--- src/hdl/tpc_pkg.sv ---
// Shared types, constants and the end-around-carry adder for the checksum block.
package tpc_pkg;

    localparam int unsigned QDEPTH = 4;
    localparam int unsigned QPTR_W = $clog2(QDEPTH);
    localparam int unsigned QCNT_W = $clog2(QDEPTH + 1);

    localparam logic [15:0] COUNT_MAX  = 16'hffff;
    localparam logic [7:0]  PROTO_TCP  = 8'd6;

    // One classified request handed from the front end to the accumulator.
    typedef struct packed {
        logic [15:0] word;      // data word to add, zero when none completes
        logic [15:0] addr_sum;  // pseudo-header address sum, zero when unused
        logic        first;
        logic        last;
        logic        pseudo;
    } t_tpc_cmd;

    typedef struct packed {
        logic full;
        logic empty;
    } t_tpc_qstat;

    // Ones'-complement add of two 16-bit words with end-around carry.
    function automatic logic [15:0] oc_add(input logic [15:0] a, input logic [15:0] b);
        logic [16:0] s;
        s = {1'b0, a} + {1'b0, b};
        return s[15:0] + {15'd0, s[16]};
    endfunction

endpackage

--- src/hdl/tpc_front.sv ---
// Front end: accepts byte requests, pairs bytes into words, pre-sums the addresses.
module tpc_front
    import tpc_pkg::*;
(
    input  logic       i_clk,
    input  logic       i_rst_n,
    input  logic       s_axis_tvalid,
    output logic       s_axis_tready,
    input  logic [71:0] s_axis_tdata,   // data_byte[7:0], src_addr[39:8], dst_addr[71:40]
    input  logic       s_axis_tlast,
    input  logic [1:0] s_axis_tuser,    // first[0], use_pseudo[1]
    input  t_tpc_qstat i_qstat,
    output logic       o_push,
    output t_tpc_cmd   o_cmd
);

    logic        r_valid, n_valid;
    logic        r_odd, n_odd;
    logic [7:0]  r_held, n_held;
    logic [15:0] r_word, r_src_sum, r_dst_sum;
    logic        r_first, r_last, r_pseudo;

    logic        w_accept;
    logic [7:0]  w_byte;
    logic        w_first, w_use;
    logic [31:0] w_src, w_dst;
    logic        w_eff_odd;
    logic [15:0] w_word;

    assign w_byte  = s_axis_tdata[7:0];
    assign w_src   = s_axis_tdata[39:8];
    assign w_dst   = s_axis_tdata[71:40];
    assign w_first = s_axis_tuser[0];
    assign w_use   = s_axis_tuser[1];

    assign o_push        = r_valid && !i_qstat.full;
    assign s_axis_tready = !r_valid || !i_qstat.full;
    assign w_accept      = s_axis_tvalid && s_axis_tready;

    // first restarts pairing before this byte is taken
    assign w_eff_odd = r_odd && !w_first;

    always_comb begin
        n_odd  = r_odd;
        n_held = r_held;
        w_word = 16'd0;
        if (w_eff_odd) begin
            w_word = {r_held, w_byte};
            n_odd  = 1'b0;
        end else begin
            n_held = w_byte;
            n_odd  = !s_axis_tlast;
            if (s_axis_tlast) begin
                w_word = {w_byte, 8'h00};
            end
        end
        if (!w_accept) begin
            n_odd  = r_odd;
            n_held = r_held;
        end
    end

    always_comb begin
        n_valid = r_valid;
        if (w_accept) begin
            n_valid = 1'b1;
        end else if (o_push) begin
            n_valid = 1'b0;
        end
    end

    always_ff @(posedge i_clk) begin
        if (!i_rst_n) begin
            r_valid <= 1'b0;
            r_odd   <= 1'b0;
            r_held  <= 8'd0;
        end else begin
            r_valid <= n_valid;
            r_odd   <= n_odd;
            r_held  <= n_held;
        end
    end

    always_ff @(posedge i_clk) begin
        if (w_accept) begin
            r_word    <= w_word;
            r_src_sum <= oc_add(w_src[31:16], w_src[15:0]);
            r_dst_sum <= oc_add(w_dst[31:16], w_dst[15:0]);
            r_first   <= w_first;
            r_last    <= s_axis_tlast;
            r_pseudo  <= w_first && w_use;
        end
    end

    always_comb begin
        o_cmd.word     = r_word;
        o_cmd.addr_sum = r_pseudo ? oc_add(r_src_sum, r_dst_sum) : 16'd0;
        o_cmd.first    = r_first;
        o_cmd.last     = r_last;
        o_cmd.pseudo   = r_pseudo;
    end

endmodule

--- src/hdl/tpc_queue.sv ---
// Small request queue between front end and accumulator, first word falls through.
module tpc_queue
    import tpc_pkg::*;
(
    input  logic       i_clk,
    input  logic       i_rst_n,
    input  logic       i_push,
    input  t_tpc_cmd   i_cmd,
    input  logic       i_pop,
    output t_tpc_cmd   o_cmd,
    output t_tpc_qstat o_qstat
);

    t_tpc_cmd            r_mem [QDEPTH];
    logic [QPTR_W-1:0]   r_wptr, n_wptr;
    logic [QPTR_W-1:0]   r_rptr, n_rptr;
    logic [QCNT_W-1:0]   r_count, n_count;

    assign o_qstat.full  = (r_count == QCNT_W'(QDEPTH));
    assign o_qstat.empty = (r_count == '0);
    assign o_cmd         = r_mem[r_rptr];

    always_comb begin
        n_wptr  = i_push ? r_wptr + 1'b1 : r_wptr;
        n_rptr  = i_pop  ? r_rptr + 1'b1 : r_rptr;
        n_count = r_count;
        if (i_push && !i_pop) begin
            n_count = r_count + 1'b1;
        end else if (i_pop && !i_push) begin
            n_count = r_count - 1'b1;
        end
    end

    always_ff @(posedge i_clk) begin
        if (!i_rst_n) begin
            r_wptr  <= '0;
            r_rptr  <= '0;
            r_count <= '0;
        end else begin
            r_wptr  <= n_wptr;
            r_rptr  <= n_rptr;
            r_count <= n_count;
        end
    end

    always_ff @(posedge i_clk) begin
        if (i_push) begin
            r_mem[r_wptr] <= i_cmd;
        end
    end

endmodule

--- src/hdl/tpc_back.sv ---
// Back end: ones'-complement accumulator, length counter, pseudo-header tail, output.
module tpc_back
    import tpc_pkg::*;
(
    input  logic        i_clk,
    input  logic        i_rst_n,
    input  logic        i_cfg_we,
    input  logic [7:0]  i_cfg_wdata,
    input  t_tpc_cmd    i_cmd,
    input  t_tpc_qstat  i_qstat,
    output logic        o_pop,
    output logic        m_axis_tvalid,
    input  logic        m_axis_tready,
    output logic [31:0] m_axis_tdata    // checksum[15:0], segment_length[31:16]
);

    logic [7:0]  r_proto;
    logic [15:0] r_acc, n_acc;
    logic [15:0] r_count, n_count;
    logic        r_pseudo, n_pseudo;

    logic        r_e1_valid, n_e1_valid;
    logic [15:0] r_e1_acc, r_e1_tail, r_e1_count;
    logic        r_out_valid, n_out_valid;
    logic [31:0] r_out_data;

    logic        w_out_ready, w_e1_free, w_e1_move;
    logic [15:0] w_acc_base, w_cnt_base, w_acc_sum, w_cnt_inc;
    logic        w_pseudo_seg;

    assign w_out_ready = !r_out_valid || m_axis_tready;
    assign w_e1_free   = !r_e1_valid || w_out_ready;
    assign w_e1_move   = r_e1_valid && w_out_ready;
    assign o_pop       = !i_qstat.empty && (!i_cmd.last || w_e1_free);

    assign w_acc_base   = i_cmd.first ? i_cmd.addr_sum : r_acc;
    assign w_cnt_base   = i_cmd.first ? 16'd0 : r_count;
    assign w_pseudo_seg = i_cmd.first ? i_cmd.pseudo : r_pseudo;
    assign w_acc_sum    = oc_add(w_acc_base, i_cmd.word);
    assign w_cnt_inc    = (w_cnt_base == COUNT_MAX) ? COUNT_MAX : w_cnt_base + 16'd1;

    always_comb begin
        n_acc    = r_acc;
        n_count  = r_count;
        n_pseudo = r_pseudo;
        if (o_pop) begin
            if (i_cmd.last) begin
                n_acc    = 16'd0;
                n_count  = 16'd0;
                n_pseudo = 1'b0;
            end else begin
                n_acc    = w_acc_sum;
                n_count  = w_cnt_inc;
                n_pseudo = w_pseudo_seg;
            end
        end
    end

    always_comb begin
        n_e1_valid = r_e1_valid;
        if (o_pop && i_cmd.last) begin
            n_e1_valid = 1'b1;
        end else if (w_out_ready) begin
            n_e1_valid = 1'b0;
        end
        n_out_valid = r_out_valid;
        if (w_e1_move) begin
            n_out_valid = 1'b1;
        end else if (m_axis_tready) begin
            n_out_valid = 1'b0;
        end
    end

    always_ff @(posedge i_clk) begin
        if (!i_rst_n) begin
            r_proto     <= PROTO_TCP;
            r_acc       <= 16'd0;
            r_count     <= 16'd0;
            r_pseudo    <= 1'b0;
            r_e1_valid  <= 1'b0;
            r_out_valid <= 1'b0;
        end else begin
            if (i_cfg_we) begin
                r_proto <= i_cfg_wdata;
            end
            r_acc       <= n_acc;
            r_count     <= n_count;
            r_pseudo    <= n_pseudo;
            r_e1_valid  <= n_e1_valid;
            r_out_valid <= n_out_valid;
        end
    end

    always_ff @(posedge i_clk) begin
        if (o_pop && i_cmd.last) begin
            r_e1_acc   <= w_acc_sum;
            r_e1_count <= w_cnt_inc;
            r_e1_tail  <= w_pseudo_seg ? oc_add({8'h00, r_proto}, w_cnt_inc) : 16'd0;
        end
        if (w_e1_move) begin
            r_out_data <= {r_e1_count, ~oc_add(r_e1_acc, r_e1_tail)};
        end
    end

    assign m_axis_tvalid = r_out_valid;
    assign m_axis_tdata  = r_out_data;

endmodule

--- src/hdl/tcp_pseudo_header_checksum.sv ---
// Top level of the byte-serial TCP / Internet checksum engine.
//
// Input stream (s_axis): one segment byte per request, in transmission order.
//   tdata carries the byte and the IPv4 source and destination addresses,
//   tuser carries the first-byte and use-pseudo-header flags, tlast ends the
//   segment. Addresses and use-pseudo are only looked at with the first byte.
// Output stream (m_axis): one request per segment, issued for the last byte,
//   carrying the inverted folded sum and the saturated byte count.
// Config: i_cfg_we / i_cfg_wdata write the protocol number (reset 6); the user
//   must see that it is written only while the engine is idle; the block does not enforce this.
//
// Throughput: one byte per cycle, sustained while m_axis accepts results. The
// accumulator adds one 16-bit word per cycle with end-around carry, and that loop
// sets the rate. After the last byte is accepted, the checksum reaches m_axis
// via the front register, a queue entry, the end-of-segment and output registers.
// Reset: synchronous, active low; clears the queue, all stage valids and the
// running sum, and restores the protocol number to 6.
// Stall: when m_axis_tready is low the result holds in the output register and
// a second one waits in the end-of-segment register; the accumulator keeps
// taking bytes until a third segment end reaches the queue head, then the
// 4-entry queue and front register fill and s_axis_tready drops.
module tcp_pseudo_header_checksum
    import tpc_pkg::*;
(
    input  logic        i_clk,
    input  logic        i_rst_n,
    input  logic        i_cfg_we,
    input  logic [7:0]  i_cfg_wdata,
    input  logic        s_axis_tvalid,
    output logic        s_axis_tready,
    input  logic [71:0] s_axis_tdata,   // data_byte[7:0], src_addr[39:8], dst_addr[71:40]
    input  logic        s_axis_tlast,   // last
    input  logic [1:0]  s_axis_tuser,   // first[0], use_pseudo[1]
    output logic        m_axis_tvalid,
    input  logic        m_axis_tready,
    output logic [31:0] m_axis_tdata    // checksum[15:0], segment_length[31:16]
);

    logic       w_push, w_pop;
    t_tpc_cmd   w_push_cmd, w_head_cmd;
    t_tpc_qstat w_qstat;

    tpc_front u_front (
        .i_clk         (i_clk),
        .i_rst_n       (i_rst_n),
        .s_axis_tvalid (s_axis_tvalid),
        .s_axis_tready (s_axis_tready),
        .s_axis_tdata  (s_axis_tdata),
        .s_axis_tlast  (s_axis_tlast),
        .s_axis_tuser  (s_axis_tuser),
        .i_qstat       (w_qstat),
        .o_push        (w_push),
        .o_cmd         (w_push_cmd)
    );

    // decouples pairing from accumulation so either side can stall alone
    tpc_queue u_queue (
        .i_clk   (i_clk),
        .i_rst_n (i_rst_n),
        .i_push  (w_push),
        .i_cmd   (w_push_cmd),
        .i_pop   (w_pop),
        .o_cmd   (w_head_cmd),
        .o_qstat (w_qstat)
    );

    tpc_back u_back (
        .i_clk         (i_clk),
        .i_rst_n       (i_rst_n),
        .i_cfg_we      (i_cfg_we),
        .i_cfg_wdata   (i_cfg_wdata),
        .i_cmd         (w_head_cmd),
        .i_qstat       (w_qstat),
        .o_pop         (w_pop),
        .m_axis_tvalid (m_axis_tvalid),
        .m_axis_tready (m_axis_tready),
        .m_axis_tdata  (m_axis_tdata)
    );

    // no push into a full queue
    a_no_overflow: assert property (@(posedge i_clk) disable iff (!i_rst_n)
        w_push |-> !w_qstat.full)
        else $error("queue push while full");

    // no pop from an empty queue
    a_no_underflow: assert property (@(posedge i_clk) disable iff (!i_rst_n)
        w_pop |-> !w_qstat.empty)
        else $error("queue pop while empty");

    // nothing is offered downstream right after reset
    a_reset_quiet: assert property (@(posedge i_clk)
        !i_rst_n |=> !m_axis_tvalid)
        else $error("output valid after reset");

endmodule
--- config.mk ---
export PLATFORM = sky130hd
export DESIGN_NAME = tcp_pseudo_header_checksum
export DESIGN_NICKNAME = d
export VERILOG_FILES = /design/src/hdl/tpc_pkg.sv /design/src/hdl/tpc_front.sv /design/src/hdl/tpc_queue.sv /design/src/hdl/tpc_back.sv /design/src/hdl/tcp_pseudo_header_checksum.sv
export SDC_FILE = /design/constraint.sdc
export NUM_CORES = 1
export LEC_CHECK = 0
export BUFFER_PORTS_ARGS = -buffer_cell sky130_fd_sc_hd__buf_2
export CAP_MARGIN = 20
export CORE_MARGIN = 4
export CORE_UTILIZATION = 35
export CTS_BUF_LIST = sky130_fd_sc_hd__clkbuf_2
export DETAILED_ROUTE_END_ITERATION = 7
export GPL_TIMING_DRIVEN = 0
export PLACE_DENSITY_LB_ADDON = 0.12
export SYNTH_ARGS = -nofsm -noshare
export SYNTH_HDL_FRONTEND = slang
export SYNTH_SLANG_ARGS = --single-unit
--- constraint.sdc ---
create_clock -name i_clk -period 14.45 [get_ports i_clk]
set_input_delay 1.445 -clock i_clk [delete_from_list [all_inputs] [get_ports i_clk]]
set_output_delay 1.445 -clock i_clk [all_outputs]
set_load 0.01 [all_outputs]
==> results.toml, run 1 <==
[routing]
drt_iter0_drc = 737
vias_per_cell = 5.164
drt_first_pass_iters = 5
wl_um = 44960
vias = 13474
ant_nets = 0
routedWlPerCell_um = 17.23
drc = 0

[clocking]
cts_tree = "done"
cts_buffers = 90
cts-root-buf = "clkbuf_2"
clock_latency_ns = 1.11
post-cts-setup-buffers = 0
cts_sinks = 333
cts_hold_buf = 0
htree_levels = 3
postCtsResizedCells = 0
clockBufferDepth = 3
clkTransAtPathRegs_ns = 0.11

[hold_path]
min_from = "u_back.r_e1_count[6]$_DFFE_PP_"
hold_class = "register to register"

[final_layout]
fin_area_um2 = 21570
layout-drive-gt1-share = 0.2086
area_growth_pct = 13.10
utilization = 0.4000
final_cell_mix = "edfxtp_1 (271), clkbuf_2 (142), buf_2 (126), ha_1 (106), nor2_1 (88)"
fin_nets = 2039
fin_cells = 2609
final_common_cell = "edfxtp_1"

[yosys]
async_reset_ff_frac = 0
synthesis.nets = 1820
synth-main-ff-cell = "edfxtp_1"
synth.avg_cell_area_um2 = 11.78
yosysSeqAreaShare = 0.4918
ys_warn_count = 0
syn_inst = 1619
ys_types = 100
synth_seq_cells = 333
synth_edf_count = 271
synth_area_um2 = 19070

[sta]
setup_viol = 0
holdWs_ns = 0.4246
tightest_slew_ns = 0.8983
hold_viol_final = 0
final-max-slew-violation-count = 0
worst_clock_skew_ns = 0.09596
rsz0062_at_grt = "false"
tns_ns = 0
fin_crit_ns = 7.890
finalCritPeriodShare = 0.5460
max_freq_mhz = 126.7
slew_headroom = 0.3840

[placed_design]
dpl_cell_area_um2 = 20700
numPlacedInstances = 2442
place_hpwl_um = 33760
port_buffers = 120
gp_congestion = 0.8503

[die]
die_x_um = 241.4
core_um2 = 53920
io_pins = 122
initial_core_util = 0.3537
row_count = 85
dieArea_um2 = 58290
die_height_um = 241.4

[power]
p_leak_nw = 8.011
powerDensity_nw_per_um2 = 193.3
peakVddDrop_mv = 0.1029

[setup_path]
endpoint_kind = "register"
worstPathArrival_ns = 8.67
required_ns = 15.23
crit_fanout = 10
start_kind = "register"
crit_type = "register to register"

[global_routing]
grt_pass1_wl_um = 71390
grt_start_max_net_pins = 46
grt_pass1_vias = 13399
antenna_found_initial = 4
grt_remaining_overflow = 0
grt_usage = 0.1550

[flow_run]
maxCapViolations = 0

[status]
status = "completed"
flip-flops by register name, summed over array words and instances, names as in the netlist, 16 cells and up, named ones only:
register / count
u_back.r_count: 16
u_front.r_word: 16
u_back.r_e1_count: 16
u_back.r_e1_tail: 16
u_queue.r_mem: 140
u_front.r_src_sum: 16
u_back.r_e1_acc: 16
u_back.m_axis_tdata: 32
u_front.r_dst_sum: 16
u_back.r_acc: 16
per-stage QoR:
step / setup WS (ns) / total power [mW]
floorplan: 8.524 / 2.940
global placement: 6.683 / 3.480
detailed placement: 6.663 / 3.510
CTS: 6.598 / 4.231
global route: 5.936 / 4.532
finish: 6.560 / 4.170
synthesized netlist by cell type (9+ instances only):
cell | count | share of area
nand4_1 | 28 | 0.0092
xor2_1 | 51 | 0.023
or2_2 | 17 | 0.0056
a21boi_0 | 9 | 0.0035
a21oi_1 | 50 | 0.013
nand2_1 | 71 | 0.014
mux2i_1 | 22 | 0.012
nand3_1 | 34 | 0.0089
and2_1 | 39 | 0.013
o211ai_1 | 19 | 0.0075
nor3b_1 | 10 | 0.0039
and4_1 | 12 | 0.0055
and3_1 | 21 | 0.0069
xnor2_1 | 79 | 0.036
nor2b_1 | 66 | 0.022
ha_1 | 106 | 0.070
nor4_1 | 9 | 0.0030
nand2b_1 | 18 | 0.0059
mux4_2 | 35 | 0.041
inv_1 | 48 | 0.0094
o21ai_0 | 60 | 0.016
a21o_1 | 28 | 0.011
a211oi_1 | 16 | 0.0063
edfxtp_1 | 271 | 0.43
mux2_2 | 16 | 0.0094
dfxtp_1 | 62 | 0.065
or3_1 | 14 | 0.0046
o21a_1 | 24 | 0.0094
nor3_1 | 41 | 0.011
nor2_1 | 89 | 0.018
a22oi_1 | 31 | 0.012
a2111oi_0 | 9 | 0.0041
clkbuf_1 | 40 | 0.0079
critical path, stage by stage (launching register included):
cell	delay, ns
dfxtp_1	0.32
clkbuf_1	0.48
mux4_2	0.34
buf_6	0.17
clkbuf_1	0.60
buf_1	0.66
nor2b_1	0.11
ha_1	0.31
nand4_2	0.20
nor2_1	0.13
nand3_1	0.12
clkbuf_1	0.43
o21ai_0	0.37
ha_1	0.44
nor2b_1	0.20
o2111ai_1	0.20
nand3_1	0.26
nand2_1	0.18
nor2_2	0.17
and3_1	0.22
ha_1	0.19
nand3_1	0.13
nor4b_1	0.39
nand4_1	0.29
nor4_4	0.34
and4_1	0.25
nor3_1	0.05
layout make-up:
type	instances	area [um^2]
Antenna cell	5	12.51
Buffer	57	252.7
Clock buffer	141	705.7
Clock inverter	21	147.6
Fill cell	5233	32350
Inverter	49	183.9
Multi-Input combinational cell	1180	9275
Sequential cell	333	9379
Tap cell	696	870.8
Timing Repair Buffer	127	740.7
path summary, 6_finish.rpt:
check | endpoint | slack, ns | depth (start not counted)
worst max-delay path | u_back.r_e1_tail[15]$_SDFFCE_PN0P_ | 6.56 | 26
worst min register to register | u_back.m_axis_tdata[22]$_DFFE_PP_ | 0.42 | 0
worst max register to register | u_back.r_e1_tail[15]$_SDFFCE_PN0P_ | 6.56 | 26
worst min-delay path | u_back.m_axis_tdata[22]$_DFFE_PP_ | 0.42 | 0
layer usage:
layer  share of wire  routed length [um]  GRT usage  vias up
li1                -                   -          -     6729
met1            0.47               21320     0.2098     6403
met2            0.46               20710     0.2515      266
met3           0.042                1901    0.03074       76
met4           0.023                1029    0.05130        0
met5               0                   0          0        -
report_power, final:
| part | total (mW) | internal, mW | switching (mW) |
|---|---|---|---|
| clock network | 0.697 | 0.294 | 0.403 |
| registers | 1.38 | 1.32 | 0.0673 |
| logic | 2.09 | 0.830 | 1.26 |
| total | 4.17 | 2.44 | 1.73 |
cell families (layout without fill, tap and decap cells):
kind of cell / Yosys count / count (layout) / share of synthesized area
DFF: 333 / 333 / 0.4918
other: 0 / 5 / 0
AOI/OAI and AO/OA: 349 / 349 / 0.1319
adders and majority gates: 113 / 113 / 0.07689
xor gates and xnor gates: 132 / 132 / 0.06207
and+or+nand+nor: 513 / 513 / 0.1521
buffers and inverters: 106 / 395 / 0.02290
muxes: 73 / 73 / 0.06233
No activity file was read; power rests on OpenSTA's default activity.
==> run 2, diff against run 1 <==
Clock period 14.45 ns to 7.5 ns, I/O delays scaled along.
==> results.toml, run 2 (synthesis results as in run 1) <==
[setup_path]
crit_slowest_cell = "mux4_2"
max_stage_delay_ns = 0.52
crit_top_cell = "ha_1"
required_ns = 8.31
cpLargestDelayFamily = "simple AND/OR/NAND/NOR gates"
crit_buf_inv = 7
worstPathArrival_ns = 7.74
endpoint_kind = "register"
crit_fanout = 10
start_kind = "register"
crit_type = "register to register"

[die]
core_um2 = 53920
io_pins = 122
die_x_um = 241.4
row_count = 85
die_height_um = 241.4
dieArea_um2 = 58290
initial_core_util = 0.3537

[routing]
ant_nets = 0
wl_um = 45230
routedWlPerCell_um = 17.18
vias_per_cell = 5.145
drt_iter0_drc = 757
vias = 13546
drc = 0
drt_first_pass_iters = 5

[power]
p_int_mw = 4.713
powerDensity_nw_per_um2 = 368.7
pwr-share-comb = 0.501
finalPower_mw = 8.051
swShare = 0.4147
p_leak_nw = 8.136
peakVddDrop_mv = 0.1969
power_frac_seq = 0.332
p_switching_mw = 3.339
clkPwrFrac = 0.167

[sta]
max_freq_mhz = 144.2
final-max-slew-violation-count = 0
layout_setup_ws_ns = 0.5673
fin_crit_ns = 6.933
rsz0062_at_grt = "false"
finalCritPeriodShare = 0.9244
tns_ns = 0
hold_viol_final = 0
setup_viol = 0
slew_headroom = 0.3943
worst_clock_skew_ns = 0.09196
tightest_slew_ns = 0.8832

[clocking]
cts_tree = "done"
htree_levels = 3
cts_sinks = 333
cts-root-buf = "clkbuf_2"
clkTransAtPathRegs_ns = 0.11
cts_buffers = 90
clockBufferDepth = 3
clock_latency_ns = 1.10

[global_routing]
grt_usage = 0.1558
grt_pass1_vias = 13481
grt_remaining_overflow = 0
antenna_found_initial = 4
grt_start_max_net_pins = 46
grt_pass1_wl_um = 71800

[final_layout]
area_growth_pct = 14.52
final_common_cell = "edfxtp_1"
n_fill_cell = 5219
fin_nets = 2063
fin_area_um2 = 21840
final_cell_mix = "edfxtp_1 (271), clkbuf_2 (145), buf_2 (126), ha_1 (106), nor2_1 (87)"
largest_register_ffs = 140
multiInputGateArea_um2 = 9296
utilization = 0.4050
regArea_um2 = 9380
layout-drive-gt1-share = 0.2117
regMostFlops = "u_queue.r_mem"

[hold_path]
hold_class = "input port to register"

[placed_design]
dpl_cell_area_um2 = 20700
place_hpwl_um = 33760
gp_congestion = 0.8503
port_buffers = 120
place_ws_ns = -0.2870

[flow_run]
maxCapViolations = 0

[status]
status = "completed"
[run 2: cell types whose count changed in the layout (fill, tap and decap cells not counted), sizes merged]
cell / previous run / this run
dlygate4sd3: 0 / 23
clkbuf: 182 / 183
[run 2: stage by stage]
step                hold WS, ns  std cells
finish                   0.1593       2633
floorplan                0.4003       1619
global placement         0.4005       2435
detailed placement       0.4045       2442
CTS                     0.05946       2626
global route            0.02709       2633
[run 2: tightest hold or removal path, cell delays in order]
cell,delay [ns]
buf_2,0.21
and3_1,0.19
a211o_1,0.08
[run 2: final timing paths]
check / cells past startpoint / slack [ns] / to / startpoint
setup / recovery: 29 / 0.57 / u_back.r_e1_tail[11]$_SDFFCE_PN0P_ / register
hold / removal: 3 / 0.16 / u_back.r_acc[15]$_SDFFE_PN0P_ / i_rst_n
setup reg to reg: 29 / 0.57 / u_back.r_e1_tail[11]$_SDFFCE_PN0P_ / register
hold reg to reg: 0 / 0.42 / u_back.m_axis_tdata[22]$_DFFE_PP_ / u_back.r_e1_count[6]$_DFFE_PP_
[run 2: layout make-up]
type,instances,area share
well taps,696,0.03987
plain buffers,56,0.01174
clock inverters,21,0.006760
diodes,5,0.0005729
repair buffers,152,0.04514
inverters,49,0.008422
multi-input cells,1180,0.4257
clock buffers,141,0.03231
flip-flops and latches,333,0.4295
[run 2: power groups by stage]
stage / registers (mW) / logic (mW) / clock network [mW]
floorplan: 2.70 / 2.96 / 0
global placement: 2.73 / 3.98 / 0
detailed placement: 2.71 / 4.05 / 0
CTS: 2.68 / 4.06 / 1.42
global route: 2.72 / 4.51 / 1.52
finish: 2.67 / 4.03 / 1.34
[run 2: timing repair]
action                                  in CTS  in global routing
buffers inserted                             0                  2
resized for setup                            1                 13
endpoints found under the setup margin      11                  9
cloned                                       0                  0
hold endpoints to repair                    40                  0
pin swaps                                    0                  2
hold buffers                                23                  0
[run 2: layer usage]
| layer | up-vias | GRT usage | routed length, um |
|---|---|---|---|
| met5 | - | 0 | 0 |
| met4 | 0 | 0.05130 | 1031 |
| met3 | 76 | 0.03074 | 1759 |
| met2 | 247 | 0.2531 | 20920 |
| met1 | 6447 | 0.2107 | 21510 |
| li1 | 6776 | - | - |
